==> config.mk <==
export PLATFORM = sky130hd
export DESIGN_NAME = char_lcd_nibble_interface_sequencer_flat
export DESIGN_NICKNAME = d
export VERILOG_FILES = /design/src/design/lcdseq_pkg.sv /design/src/design/lcdseq_if.sv /design/src/design/lcdseq_csr.sv /design/src/design/char_lcd_nibble_interface_sequencer.sv /design/src/flat_wrapper.sv
export SDC_FILE = /design/constraint.sdc
export NUM_CORES = 1
export LEC_CHECK = 0
export BUFFER_PORTS_ARGS = -buffer_cell sky130_fd_sc_hd__clkbuf_2
export CAP_MARGIN = 10
export CELL_PAD_IN_SITES_DETAIL_PLACEMENT = 1
export CELL_PAD_IN_SITES_GLOBAL_PLACEMENT = 1
export CORE_AREA = 8 8 174 176
export CTS_CLUSTER_DIAMETER = 120
export DETAILED_ROUTE_END_ITERATION = 16
export DIE_AREA = 0 0 182 184
export PLACE_DENSITY = 0.64
export SLEW_MARGIN = 5
export SYNTH_ARGS = -nofsm -noshare
export SYNTH_HDL_FRONTEND = slang
export SYNTH_SLANG_ARGS = --single-unit
==> constraint.sdc <==
create_clock -name clock -period 13.6 [get_ports clock]
set_input_delay 0.68 -clock clock [delete_from_list [all_inputs] [get_ports clock]]
set_output_delay 0.68 -clock clock [all_outputs]
set_load 0.1 [all_outputs]
==> src/design/lcdseq_pkg.sv <==
// lcdseq_pkg: shared types, codes and sequence tables for the display bus sequencer
package lcdseq_pkg;

   // field widths
   localparam int ACTION_W = 3;
   localparam int COL_W    = 6;
   localparam int CHAR_W   = 8;
   localparam int NIB_W    = 4;
   localparam int STATUS_W = 2;
   localparam int PHASE_W  = 6;
   localparam int TIMER_W  = 16;
   localparam int PULSE_W  = 8;

   // configuration port geometry
   localparam int CSR_ADDR_W = 5;
   localparam int CSR_DATA_W = 32;

   // action codes
   localparam logic [ACTION_W-1:0] ACT_TICK  = 3'd0;
   localparam logic [ACTION_W-1:0] ACT_INIT  = 3'd1;
   localparam logic [ACTION_W-1:0] ACT_CLEAR = 3'd2;
   localparam logic [ACTION_W-1:0] ACT_POS   = 3'd3;
   localparam logic [ACTION_W-1:0] ACT_WRITE = 3'd4;

   // status codes
   localparam logic [STATUS_W-1:0] STAT_TICK       = 2'd0;
   localparam logic [STATUS_W-1:0] STAT_ACCEPTED   = 2'd1;
   localparam logic [STATUS_W-1:0] STAT_REF_BUSY   = 2'd2;
   localparam logic [STATUS_W-1:0] STAT_REF_RANGE  = 2'd3;

   // register indexes
   localparam logic [2:0] REG_EN_PULSE   = 3'd0;
   localparam logic [2:0] REG_CMD_DELAY  = 3'd1;
   localparam logic [2:0] REG_LONG_DELAY = 3'd2;
   localparam logic [2:0] REG_POWER_ON   = 3'd3;
   localparam logic [2:0] REG_WAKE_FIRST = 3'd4;
   localparam logic [2:0] REG_WAKE       = 3'd5;

   // register reset values
   localparam logic [PULSE_W-1:0] RST_EN_PULSE   = 8'd2;
   localparam logic [TIMER_W-1:0] RST_CMD_DELAY  = 16'd50;
   localparam logic [TIMER_W-1:0] RST_LONG_DELAY = 16'd2000;
   localparam logic [TIMER_W-1:0] RST_POWER_ON   = 16'd50000;
   localparam logic [TIMER_W-1:0] RST_WAKE_FIRST = 16'd5000;
   localparam logic [TIMER_W-1:0] RST_WAKE       = 16'd150;

   // sequence entry points
   localparam logic [PHASE_W-1:0] PHASE_IDLE  = 6'd0;
   localparam logic [PHASE_W-1:0] ENTRY_INIT  = 6'd1;
   localparam logic [PHASE_W-1:0] ENTRY_CLEAR = 6'd34;
   localparam logic [PHASE_W-1:0] ENTRY_BYTE  = 6'd41;

   // display address command bits
   localparam logic [CHAR_W-1:0] CMD_SET_ADDR = 8'h80;
   localparam logic [CHAR_W-1:0] ROW1_BASE    = 8'h40;

   typedef enum logic [3:0] {
      K_POWER,
      K_NIB,
      K_LOW,
      K_WAKE1,
      K_WAKE,
      K_CMD,
      K_BYTE,
      K_LOWN,
      K_CMDW,
      K_LONG,
      K_END
   } seq_kind_type;

   typedef struct packed {
      logic [PULSE_W-1:0] en_pulse_ticks;
      logic [TIMER_W-1:0] cmd_delay_ticks;
      logic [TIMER_W-1:0] long_delay_ticks;
      logic [TIMER_W-1:0] power_on_ticks;
      logic [TIMER_W-1:0] wake_first_ticks;
      logic [TIMER_W-1:0] wake_ticks;
   } lcdseq_cfg_type;

   // kind of each step of the sequence table
   function automatic seq_kind_type seq_kind(input logic [PHASE_W-1:0] ph);
      seq_kind_type k;
      unique case (ph)
         6'd1:                                   k = K_POWER;
         6'd2, 6'd5, 6'd8, 6'd11:                k = K_NIB;
         6'd3, 6'd6, 6'd9, 6'd12, 6'd15, 6'd17,
         6'd20, 6'd22, 6'd25, 6'd27, 6'd30,
         6'd32, 6'd35, 6'd37, 6'd42, 6'd44:      k = K_LOW;
         6'd4:                                   k = K_WAKE1;
         6'd7, 6'd10, 6'd13:                     k = K_WAKE;
         6'd14, 6'd19, 6'd24, 6'd29, 6'd34:      k = K_CMD;
         6'd16, 6'd21, 6'd26, 6'd31, 6'd36,
         6'd43:                                  k = K_LOWN;
         6'd18, 6'd23, 6'd28, 6'd33, 6'd38,
         6'd45:                                  k = K_CMDW;
         6'd39:                                  k = K_LONG;
         6'd41:                                  k = K_BYTE;
         default:                                k = K_END;
      endcase
      return k;
   endfunction

   // fixed nibble or command byte of each step
   function automatic logic [CHAR_W-1:0] seq_value(input logic [PHASE_W-1:0] ph);
      logic [CHAR_W-1:0] v;
      unique case (ph)
         6'd2, 6'd5, 6'd8: v = 8'h03;
         6'd11:            v = 8'h02;
         6'd14:            v = 8'h28;
         6'd19:            v = 8'h08;
         6'd24:            v = 8'h0C;
         6'd29:            v = 8'h06;
         6'd34:            v = 8'h01;
         default:          v = 8'h00;
      endcase
      return v;
   endfunction

endpackage

==> src/design/lcdseq_if.sv <==
// lcdseq_if: request and response channel interfaces of the display bus sequencer

// request channel
interface lcdseq_req_if;
   logic       valid;
   logic       ready;
   logic [2:0] action;
   logic       row;
   logic [5:0] col;
   logic [7:0] char_code;

   modport source (output valid, output action, output row, output col, output char_code,
                   input ready);
   modport sink   (input valid, input action, input row, input col, input char_code,
                   output ready);
endinterface

// response channel
interface lcdseq_rsp_if;
   logic       valid;
   logic       ready;
   logic       rs_line;
   logic       en_line;
   logic [3:0] bus_nibble;
   logic       busy_flag;
   logic [1:0] status;

   modport source (output valid, output rs_line, output en_line, output bus_nibble,
                   output busy_flag, output status, input ready);
   modport sink   (input valid, input rs_line, input en_line, input bus_nibble,
                   input busy_flag, input status, output ready);
endinterface

==> src/design/lcdseq_csr.sv <==
// lcdseq_csr: timing register file behind the apb-style configuration port
module lcdseq_csr (
   input  logic                                clock,
   input  logic                                reset,
   input  logic                                csr_psel,
   input  logic                                csr_penable,
   input  logic                                csr_pwrite,
   input  logic [lcdseq_pkg::CSR_ADDR_W-1:0]   csr_paddr,
   input  logic [lcdseq_pkg::CSR_DATA_W-1:0]   csr_pwdata,
   output logic [lcdseq_pkg::CSR_DATA_W-1:0]   csr_prdata,
   output logic                                csr_pready,
   output lcdseq_pkg::lcdseq_cfg_type          cfg
);
   import lcdseq_pkg::*;

   lcdseq_cfg_type cfg_ff;
   logic [2:0]     reg_index;
   logic           wr_fire;

   assign reg_index  = csr_paddr[4:2];
   assign wr_fire    = csr_psel & csr_penable & csr_pwrite;
   assign csr_pready = 1'b1;
   assign cfg        = cfg_ff;

   // register writes
   always_ff @(posedge clock) begin
      if (reset) begin
         cfg_ff.en_pulse_ticks   <= RST_EN_PULSE;
         cfg_ff.cmd_delay_ticks  <= RST_CMD_DELAY;
         cfg_ff.long_delay_ticks <= RST_LONG_DELAY;
         cfg_ff.power_on_ticks   <= RST_POWER_ON;
         cfg_ff.wake_first_ticks <= RST_WAKE_FIRST;
         cfg_ff.wake_ticks       <= RST_WAKE;
      end else if (wr_fire) begin
         case (reg_index)
            REG_EN_PULSE:   cfg_ff.en_pulse_ticks   <= csr_pwdata[PULSE_W-1:0];
            REG_CMD_DELAY:  cfg_ff.cmd_delay_ticks  <= csr_pwdata[TIMER_W-1:0];
            REG_LONG_DELAY: cfg_ff.long_delay_ticks <= csr_pwdata[TIMER_W-1:0];
            REG_POWER_ON:   cfg_ff.power_on_ticks   <= csr_pwdata[TIMER_W-1:0];
            REG_WAKE_FIRST: cfg_ff.wake_first_ticks <= csr_pwdata[TIMER_W-1:0];
            REG_WAKE:       cfg_ff.wake_ticks       <= csr_pwdata[TIMER_W-1:0];
            default: ;
         endcase
      end
   end

   // read mux
   always_comb begin
      case (reg_index)
         REG_EN_PULSE:   csr_prdata = CSR_DATA_W'(cfg_ff.en_pulse_ticks);
         REG_CMD_DELAY:  csr_prdata = CSR_DATA_W'(cfg_ff.cmd_delay_ticks);
         REG_LONG_DELAY: csr_prdata = CSR_DATA_W'(cfg_ff.long_delay_ticks);
         REG_POWER_ON:   csr_prdata = CSR_DATA_W'(cfg_ff.power_on_ticks);
         REG_WAKE_FIRST: csr_prdata = CSR_DATA_W'(cfg_ff.wake_first_ticks);
         REG_WAKE:       csr_prdata = CSR_DATA_W'(cfg_ff.wake_ticks);
         default:        csr_prdata = '0;
      endcase
   end

endmodule

==> src/design/char_lcd_nibble_interface_sequencer.sv <==
// char_lcd_nibble_interface_sequencer: 4-bit character display bus sequencer, top level
// The response to an item is registered and valid in the cycle after the item is taken.
// Throughput: one item per cycle while the response side is ready, since a waiting
// response does not hold the next item; step and tick counter update in one pass.
// Reset (synchronous, active high) idles the sequencer with all lines low, loads the
// default timing registers and marks the cursor column as unset.
module char_lcd_nibble_interface_sequencer #(
   parameter int COLUMNS = 16
) (
   input  logic                                clock,
   input  logic                                reset,
   lcdseq_req_if.sink                          req_chan,
   lcdseq_rsp_if.source                        rsp_chan,
   input  logic                                csr_psel,
   input  logic                                csr_penable,
   input  logic                                csr_pwrite,
   input  logic [lcdseq_pkg::CSR_ADDR_W-1:0]   csr_paddr,
   input  logic [lcdseq_pkg::CSR_DATA_W-1:0]   csr_pwdata,
   output logic [lcdseq_pkg::CSR_DATA_W-1:0]   csr_prdata,
   output logic                                csr_pready
);
   import lcdseq_pkg::*;

   localparam int CNT_W = $clog2(COLUMNS + 1) < 1 ? 1 : $clog2(COLUMNS + 1);

   lcdseq_cfg_type     cfg;

   // sequencer state
   logic [PHASE_W-1:0] phase_ff, phase_in;
   logic [TIMER_W-1:0] timer_ff, timer_in;
   logic [CHAR_W-1:0]  pend_ff, pend_in;
   logic               rs_ff, rs_in;
   logic               en_ff, en_in;
   logic [NIB_W-1:0]   nib_ff, nib_in;
   logic [CNT_W-1:0]   ccount_ff, ccount_in;

   // response register
   logic                rsp_valid_ff;
   logic                rsp_rs_ff;
   logic                rsp_en_ff;
   logic [NIB_W-1:0]    rsp_nib_ff;
   logic                rsp_busy_ff;
   logic [STATUS_W-1:0] rsp_status_ff, status_in;

   logic               in_fire;
   logic               is_request;
   logic               step_enter;
   seq_kind_type       step_kind;
   logic [CHAR_W-1:0]  step_value;
   logic [CHAR_W-1:0]  pos_byte;

   lcdseq_csr u_csr (
      .clock       (clock),
      .reset       (reset),
      .csr_psel    (csr_psel),
      .csr_penable (csr_penable),
      .csr_pwrite  (csr_pwrite),
      .csr_paddr   (csr_paddr),
      .csr_pwdata  (csr_pwdata),
      .csr_prdata  (csr_prdata),
      .csr_pready  (csr_pready),
      .cfg         (cfg)
   );

   // handshake: take an item whenever the response slot is free or being drained
   assign req_chan.ready = ~rsp_valid_ff | rsp_chan.ready;
   assign in_fire        = req_chan.valid & req_chan.ready;

   assign is_request = (req_chan.action == ACT_INIT) || (req_chan.action == ACT_CLEAR) ||
                       (req_chan.action == ACT_POS)  || (req_chan.action == ACT_WRITE);

   // set-address command for the requested row and column
   assign pos_byte = CMD_SET_ADDR | (req_chan.row ? ROW1_BASE : 8'h00) |
                     CHAR_W'(req_chan.col);

   // next state for one item
   always_comb begin
      phase_in   = phase_ff;
      timer_in   = timer_ff;
      pend_in    = pend_ff;
      rs_in      = rs_ff;
      en_in      = en_ff;
      nib_in     = nib_ff;
      ccount_in  = ccount_ff;
      status_in  = STAT_TICK;
      step_enter = 1'b0;

      // tick or request decode
      if (!is_request) begin
         if (phase_ff != PHASE_IDLE) begin
            if (timer_ff > 16'd1) begin
               timer_in = timer_ff - 16'd1;
            end else begin
               phase_in   = phase_ff + 6'd1;
               step_enter = 1'b1;
            end
         end
      end else if (phase_ff != PHASE_IDLE) begin
         status_in = STAT_REF_BUSY;
      end else begin
         case (req_chan.action)
            ACT_INIT: begin
               phase_in   = ENTRY_INIT;
               step_enter = 1'b1;
               status_in  = STAT_ACCEPTED;
            end
            ACT_CLEAR: begin
               phase_in   = ENTRY_CLEAR;
               step_enter = 1'b1;
               status_in  = STAT_ACCEPTED;
            end
            ACT_POS: begin
               if (7'(req_chan.col) >= 7'(COLUMNS)) begin
                  status_in = STAT_REF_RANGE;
               end else begin
                  pend_in    = pos_byte;
                  rs_in      = 1'b0;
                  ccount_in  = CNT_W'(req_chan.col);
                  phase_in   = ENTRY_BYTE;
                  step_enter = 1'b1;
                  status_in  = STAT_ACCEPTED;
               end
            end
            default: begin
               // write character
               if (ccount_ff >= CNT_W'(COLUMNS)) begin
                  status_in = STAT_REF_RANGE;
               end else begin
                  pend_in    = req_chan.char_code;
                  rs_in      = 1'b1;
                  ccount_in  = ccount_ff + CNT_W'(1);
                  phase_in   = ENTRY_BYTE;
                  step_enter = 1'b1;
                  status_in  = STAT_ACCEPTED;
               end
            end
         endcase
      end

      // kind and fixed value of the step being entered
      step_kind  = seq_kind(phase_in);
      step_value = seq_value(phase_in);

      // start of a new step
      if (step_enter) begin
         unique case (step_kind)
            K_POWER: begin
               rs_in    = 1'b0;
               en_in    = 1'b0;
               timer_in = cfg.power_on_ticks;
            end
            K_NIB: begin
               rs_in    = 1'b0;
               en_in    = 1'b1;
               nib_in   = step_value[NIB_W-1:0];
               timer_in = TIMER_W'(cfg.en_pulse_ticks);
            end
            K_LOW: begin
               en_in    = 1'b0;
               timer_in = TIMER_W'(cfg.en_pulse_ticks);
            end
            K_WAKE1: begin
               en_in    = 1'b0;
               timer_in = cfg.wake_first_ticks;
            end
            K_WAKE: begin
               en_in    = 1'b0;
               timer_in = cfg.wake_ticks;
            end
            K_CMD: begin
               pend_in  = step_value;
               rs_in    = 1'b0;
               en_in    = 1'b1;
               nib_in   = step_value[CHAR_W-1:NIB_W];
               timer_in = TIMER_W'(cfg.en_pulse_ticks);
            end
            K_BYTE: begin
               en_in    = 1'b1;
               nib_in   = pend_in[CHAR_W-1:NIB_W];
               timer_in = TIMER_W'(cfg.en_pulse_ticks);
            end
            K_LOWN: begin
               en_in    = 1'b1;
               nib_in   = pend_in[NIB_W-1:0];
               timer_in = TIMER_W'(cfg.en_pulse_ticks);
            end
            K_CMDW: begin
               en_in    = 1'b0;
               timer_in = cfg.cmd_delay_ticks;
            end
            K_LONG: begin
               en_in    = 1'b0;
               timer_in = cfg.long_delay_ticks;
            end
            default: begin
               // end of sequence
               phase_in = PHASE_IDLE;
               en_in    = 1'b0;
               timer_in = '0;
            end
         endcase
      end
   end

   // sequencer state registers
   always_ff @(posedge clock) begin
      if (reset) begin
         phase_ff  <= PHASE_IDLE;
         timer_ff  <= '0;
         pend_ff   <= '0;
         rs_ff     <= 1'b0;
         en_ff     <= 1'b0;
         nib_ff    <= '0;
         ccount_ff <= CNT_W'(COLUMNS);
      end else if (in_fire) begin
         phase_ff  <= phase_in;
         timer_ff  <= timer_in;
         pend_ff   <= pend_in;
         rs_ff     <= rs_in;
         en_ff     <= en_in;
         nib_ff    <= nib_in;
         ccount_ff <= ccount_in;
      end
   end

   // response valid
   always_ff @(posedge clock) begin
      if (reset) begin
         rsp_valid_ff <= 1'b0;
      end else if (in_fire) begin
         rsp_valid_ff <= 1'b1;
      end else if (rsp_chan.ready) begin
         rsp_valid_ff <= 1'b0;
      end
   end

   // response payload
   always_ff @(posedge clock) begin
      if (in_fire) begin
         rsp_rs_ff     <= rs_in;
         rsp_en_ff     <= en_in;
         rsp_nib_ff    <= nib_in;
         rsp_busy_ff   <= (phase_in != PHASE_IDLE);
         rsp_status_ff <= status_in;
      end
   end

   assign rsp_chan.valid      = rsp_valid_ff;
   assign rsp_chan.rs_line    = rsp_rs_ff;
   assign rsp_chan.en_line    = rsp_en_ff;
   assign rsp_chan.bus_nibble = rsp_nib_ff;
   assign rsp_chan.busy_flag  = rsp_busy_ff;
   assign rsp_chan.status     = rsp_status_ff;

endmodule

==> src/flat_wrapper.sv <==
// flat-port wrapper written by rule: the top's interface ports become plain ports
module char_lcd_nibble_interface_sequencer_flat import lcdseq_pkg::*;
#(
   parameter int COLUMNS = 16
)
  (clock, reset, csr_psel, csr_penable, csr_pwrite, csr_paddr, csr_pwdata, csr_prdata, csr_pready, req_chan_valid, req_chan_action, req_chan_row, req_chan_col, req_chan_char_code, req_chan_ready, rsp_chan_valid, rsp_chan_rs_line, rsp_chan_en_line, rsp_chan_bus_nibble, rsp_chan_busy_flag, rsp_chan_status, rsp_chan_ready);
  lcdseq_req_if req_chan_i ();
  lcdseq_rsp_if rsp_chan_i ();
  input  logic clock;
  input  logic reset;
  input  logic csr_psel;
  input  logic csr_penable;
  input  logic csr_pwrite;
  input  logic [lcdseq_pkg::CSR_ADDR_W-1:0] csr_paddr;
  input  logic [lcdseq_pkg::CSR_DATA_W-1:0] csr_pwdata;
  output logic [lcdseq_pkg::CSR_DATA_W-1:0] csr_prdata;
  output logic csr_pready;
  input wire logic [$bits(req_chan_i.valid)-1:0] req_chan_valid;
  input wire logic [$bits(req_chan_i.action)-1:0] req_chan_action;
  input wire logic [$bits(req_chan_i.row)-1:0] req_chan_row;
  input wire logic [$bits(req_chan_i.col)-1:0] req_chan_col;
  input wire logic [$bits(req_chan_i.char_code)-1:0] req_chan_char_code;
  output wire logic [$bits(req_chan_i.ready)-1:0] req_chan_ready;
  output wire logic [$bits(rsp_chan_i.valid)-1:0] rsp_chan_valid;
  output wire logic [$bits(rsp_chan_i.rs_line)-1:0] rsp_chan_rs_line;
  output wire logic [$bits(rsp_chan_i.en_line)-1:0] rsp_chan_en_line;
  output wire logic [$bits(rsp_chan_i.bus_nibble)-1:0] rsp_chan_bus_nibble;
  output wire logic [$bits(rsp_chan_i.busy_flag)-1:0] rsp_chan_busy_flag;
  output wire logic [$bits(rsp_chan_i.status)-1:0] rsp_chan_status;
  input wire logic [$bits(rsp_chan_i.ready)-1:0] rsp_chan_ready;
  assign req_chan_i.valid = req_chan_valid;
  assign req_chan_i.action = req_chan_action;
  assign req_chan_i.row = req_chan_row;
  assign req_chan_i.col = req_chan_col;
  assign req_chan_i.char_code = req_chan_char_code;
  assign req_chan_ready = req_chan_i.ready;
  assign rsp_chan_valid = rsp_chan_i.valid;
  assign rsp_chan_rs_line = rsp_chan_i.rs_line;
  assign rsp_chan_en_line = rsp_chan_i.en_line;
  assign rsp_chan_bus_nibble = rsp_chan_i.bus_nibble;
  assign rsp_chan_busy_flag = rsp_chan_i.busy_flag;
  assign rsp_chan_status = rsp_chan_i.status;
  assign rsp_chan_i.ready = rsp_chan_ready;
  char_lcd_nibble_interface_sequencer #(.COLUMNS(COLUMNS)) u_core (.clock(clock), .reset(reset), .req_chan(req_chan_i), .rsp_chan(rsp_chan_i), .csr_psel(csr_psel), .csr_penable(csr_penable), .csr_pwrite(csr_pwrite), .csr_paddr(csr_paddr), .csr_pwdata(csr_pwdata), .csr_prdata(csr_prdata), .csr_pready(csr_pready));
endmodule
==> impl_metrics.toml <==
[floorplanning]
die_area_mm2 = 0.0335
die_y_um = 184
core-area_mm2 = 0.0275
io_pins = 106
row_count = 61
start_util_pct = 32.6
die_w_um = 182

[clock_network]
cts.path.max_buffers = 2
numCtsBuffers = 17
holdBufCountCts = 0
cts-root-buf = "clkbuf_16"
post_cts_buffers = 0
worst_setup_hold_path_clk_slew_ps = 70
htreeDepth = 4
cts_tree = "done"
cts.sinks = 139
clkLatencyLatePin_ps = 440
cts_resized = 0

[critical_path]
end_kind = "register"
worstSetupPathType = "reg -> reg"
worstPathRequired_ps = 13970
start_kind = "register"
r2r_slack_ps = 7240
r2r-end = "u_core.timer_ff[14]"
r2r_start = "u_core.phase_ff[0]"
cp_data_arrival_time_ps = 6730
crit_fanout = 14
rr_worst_depth = 18

[routing]
via_per_inst = 5.71
drc = 0
drt_iter0_drc = 649
routed_wl_mm = 33.2
post_drt_wl_per_cell_um = 21.9
dr.pass1.iters = 8
antenna_left = 0
vias = 8656

[global_routing]
grt_max_degree = 93
antenna_found_initial = 0
grt_pass1_wl_mm = 51.5
gr-usage-all-layers_pct = 19.5
grt_overflow = 0
grt_pass1_vias = 8862

[logic_synthesis]
yosys.cell_types.count = 90
syn_area_per_cell_um2 = 7.89
yosys.area.top_type = "dfxtp_1"
synthTopCellsByCount = "nand2_1, dfxtp_1, a21oi_1, nor2_1, mux2i_1"
ys_seq_elements = 139
synth_flop_cell = "dfxtp_1"
synth_edf_count = 9
synthesis.area_mm2 = 0.00895
yosysWarnings = 0
synthCells = 1134
yosysTopAreaCellShare_pct = 29.1
yosysMostFrequentCell = "nand2_1"
ys_top_cells_by_area = "dfxtp_1, nand2_1, a21oi_1"
async_reset_ff_share_pct = 0
seq_area_frac_synth_pct = 32.1

[place]
dp_hpwl_mm = 22.6
io_buffers = 70
gp_congestion = 0.869

[timing]
period_minus_slack_ps = 6360
timing.hold.ws_ps = 462
fin_skew_ps = 12.0
tightestPinTransition_ps = 1190
fmax_mhz = 157
hold_viol = 0
finalSetupTns_ps = 0
timing.final.crit_share_pct = 46.8
setup_viol = 0
max-slew-margin-rel_pct = 20.3
rsz0062_at_grt = "no"
drv_slew = 0

[finish]
areaGrowthSynthToFinish_pct = 12.3
diodes = 0
fin_util_pct = 36.6
num-nets-final = 1233
drive_gt1_share_pct = 15.7

[pwr]
p_per_area_mw_per_mm2 = 134
peakVddDrop_uv = 73.8
p_leak_nw = 3.76

[hold_path]
holdCritStartpoint = "req_chan_valid"
hold_depth = 3
whs_endpoint = "u_core.rsp_chan.valid"
min_path_type = "in -> reg"

[outcome]
run_status = "finished, final reports clean"

[job]
max_cap_violations = 0
==> worst max-delay path, cell delays in order (launching register included) <==
cell      delay, ps
dfxtp_1         490
inv_1           210
ha_1            180
nor4b_4         380
nand2_2         250
a221o_1         490
o21ai_2         290
nand3_1         310
inv_1           250
ha_1            320
inv_1           140
a41oi_1         310
a31oi_1          70
mux2i_1         320
a32o_1          290
o21ai_2         320
nor2_1         1020
a221oi_1        390
o22ai_1         240
==> sequential cells by signal, indices dropped and copies added, names as in the netlist <==
register	count
u_core.ccount_ff	5
u_core.rsp_chan.valid	1
u_core.phase_ff	6
u_core.u_csr.cfg	88
u_core.pend_ff	8
u_core.nib_ff	4
u_core.en_ff	1
u_core.rsp_chan.en_line	1
u_core.rsp_chan.busy_flag	1
u_core.rsp_chan.status	2
u_core.rs_ff	1
u_core.rsp_chan.rs_line	1
u_core.timer_ff	16
u_core.rsp_chan.bus_nibble	4
==> worst max-delay path by stage <==
stage | depth (start not counted) | from | to
2_1_floorplan | 21 | u_core.phase_ff[0] | u_core.pend_ff[0]
3_3_place_gp | 18 | u_core.phase_ff[0] | u_core.timer_ff[10]
3_5_place_dp | 18 | u_core.phase_ff[0] | u_core.timer_ff[10]
4_1_cts | 18 | u_core.phase_ff[0] | u_core.timer_ff[10]
5_1_grt | 18 | u_core.phase_ff[0] | u_core.timer_ff[13]
6_report | 18 | u_core.phase_ff[0] | u_core.timer_ff[14]
==> through the flow <==
step | worst slack [ps] | power, mW | std cells | instance area, um2
after floorplan | 9230 | 0.744 | 1149 | 9000
after global placement | 7470 | 0.841 | 1484 | 9440
after detailed placement | 7410 | 0.843 | 1484 | 9440
after CTS | 7360 | 1.34 | 1516 | 10100
after global routing | 6850 | 1.39 | 1516 | 10100
final | 7240 | 1.34 | 1516 | 10100
==> cell usage in the layout, fill, tap and decap left out, types with 15 or more instances in the layout <==
| cell | n |
|---|---|
| a22oi_1 | 21 |
| a21oi_1 | 100 |
| dfxtp_1 | 130 |
| o32ai_1 | 15 |
| inv_1 | 35 |
| mux2_2 | 21 |
| nand3b_1 | 20 |
| clkbuf_16 | 17 |
| nor3_1 | 20 |
| conb_1 | 17 |
| mux2i_1 | 47 |
| nor2_1 | 89 |
| nand2_1 | 210 |
| clkbuf_2 | 69 |
| o21ai_0 | 33 |
| o22ai_1 | 21 |
| nand3_1 | 32 |
==> cell families (layout without fill, tap and decap cells) <==
| kind of cell | Yosys count | after routing | synth area share [%] |
|---|---|---|---|
| compound gates | 322 | 322 | 25.5 |
| flops | 139 | 139 | 32.1 |
| fa+ha+maj | 14 | 14 | 1.96 |
| simple gates | 448 | 448 | 24.0 |
| buf+inv | 127 | 148 | 6.71 |
| mux | 73 | 73 | 8.70 |
| other cells | 2 | 17 | 0.0839 |
| xor+xnor | 9 | 9 | 0.965 |
==> area by class of cell <==
type / count / area [um2]
multi-input combinational: 883 / 5570
sequential: 139 / 2870
timing repair buffer: 80 / 428
fill: 3356 / 17400
inverter: 36 / 135
tap: 346 / 433
clock inverter: 14 / 173
clock buffer: 18 / 439
==> metal layers <==
metal,up-vias,part of all wire (%),global-route usage (%)
met2,188,49,33.6
met5,-,0,0
met4,0,1.6,5.31
met3,39,4.4,3.30
met1,4293,45,24.7
li1,4136,-,-
==> power by group <==
part | internal [mW] | leakage (nW) | total [mW] | switching [mW]
sequential | 0.425 | 1.14 | 0.442 | 0.0171
combinational | 0.117 | 2.31 | 0.396 | 0.279
clock | 0.284 | 0.307 | 0.504 | 0.220
No activity file was read; power rests on OpenSTA's default activity.
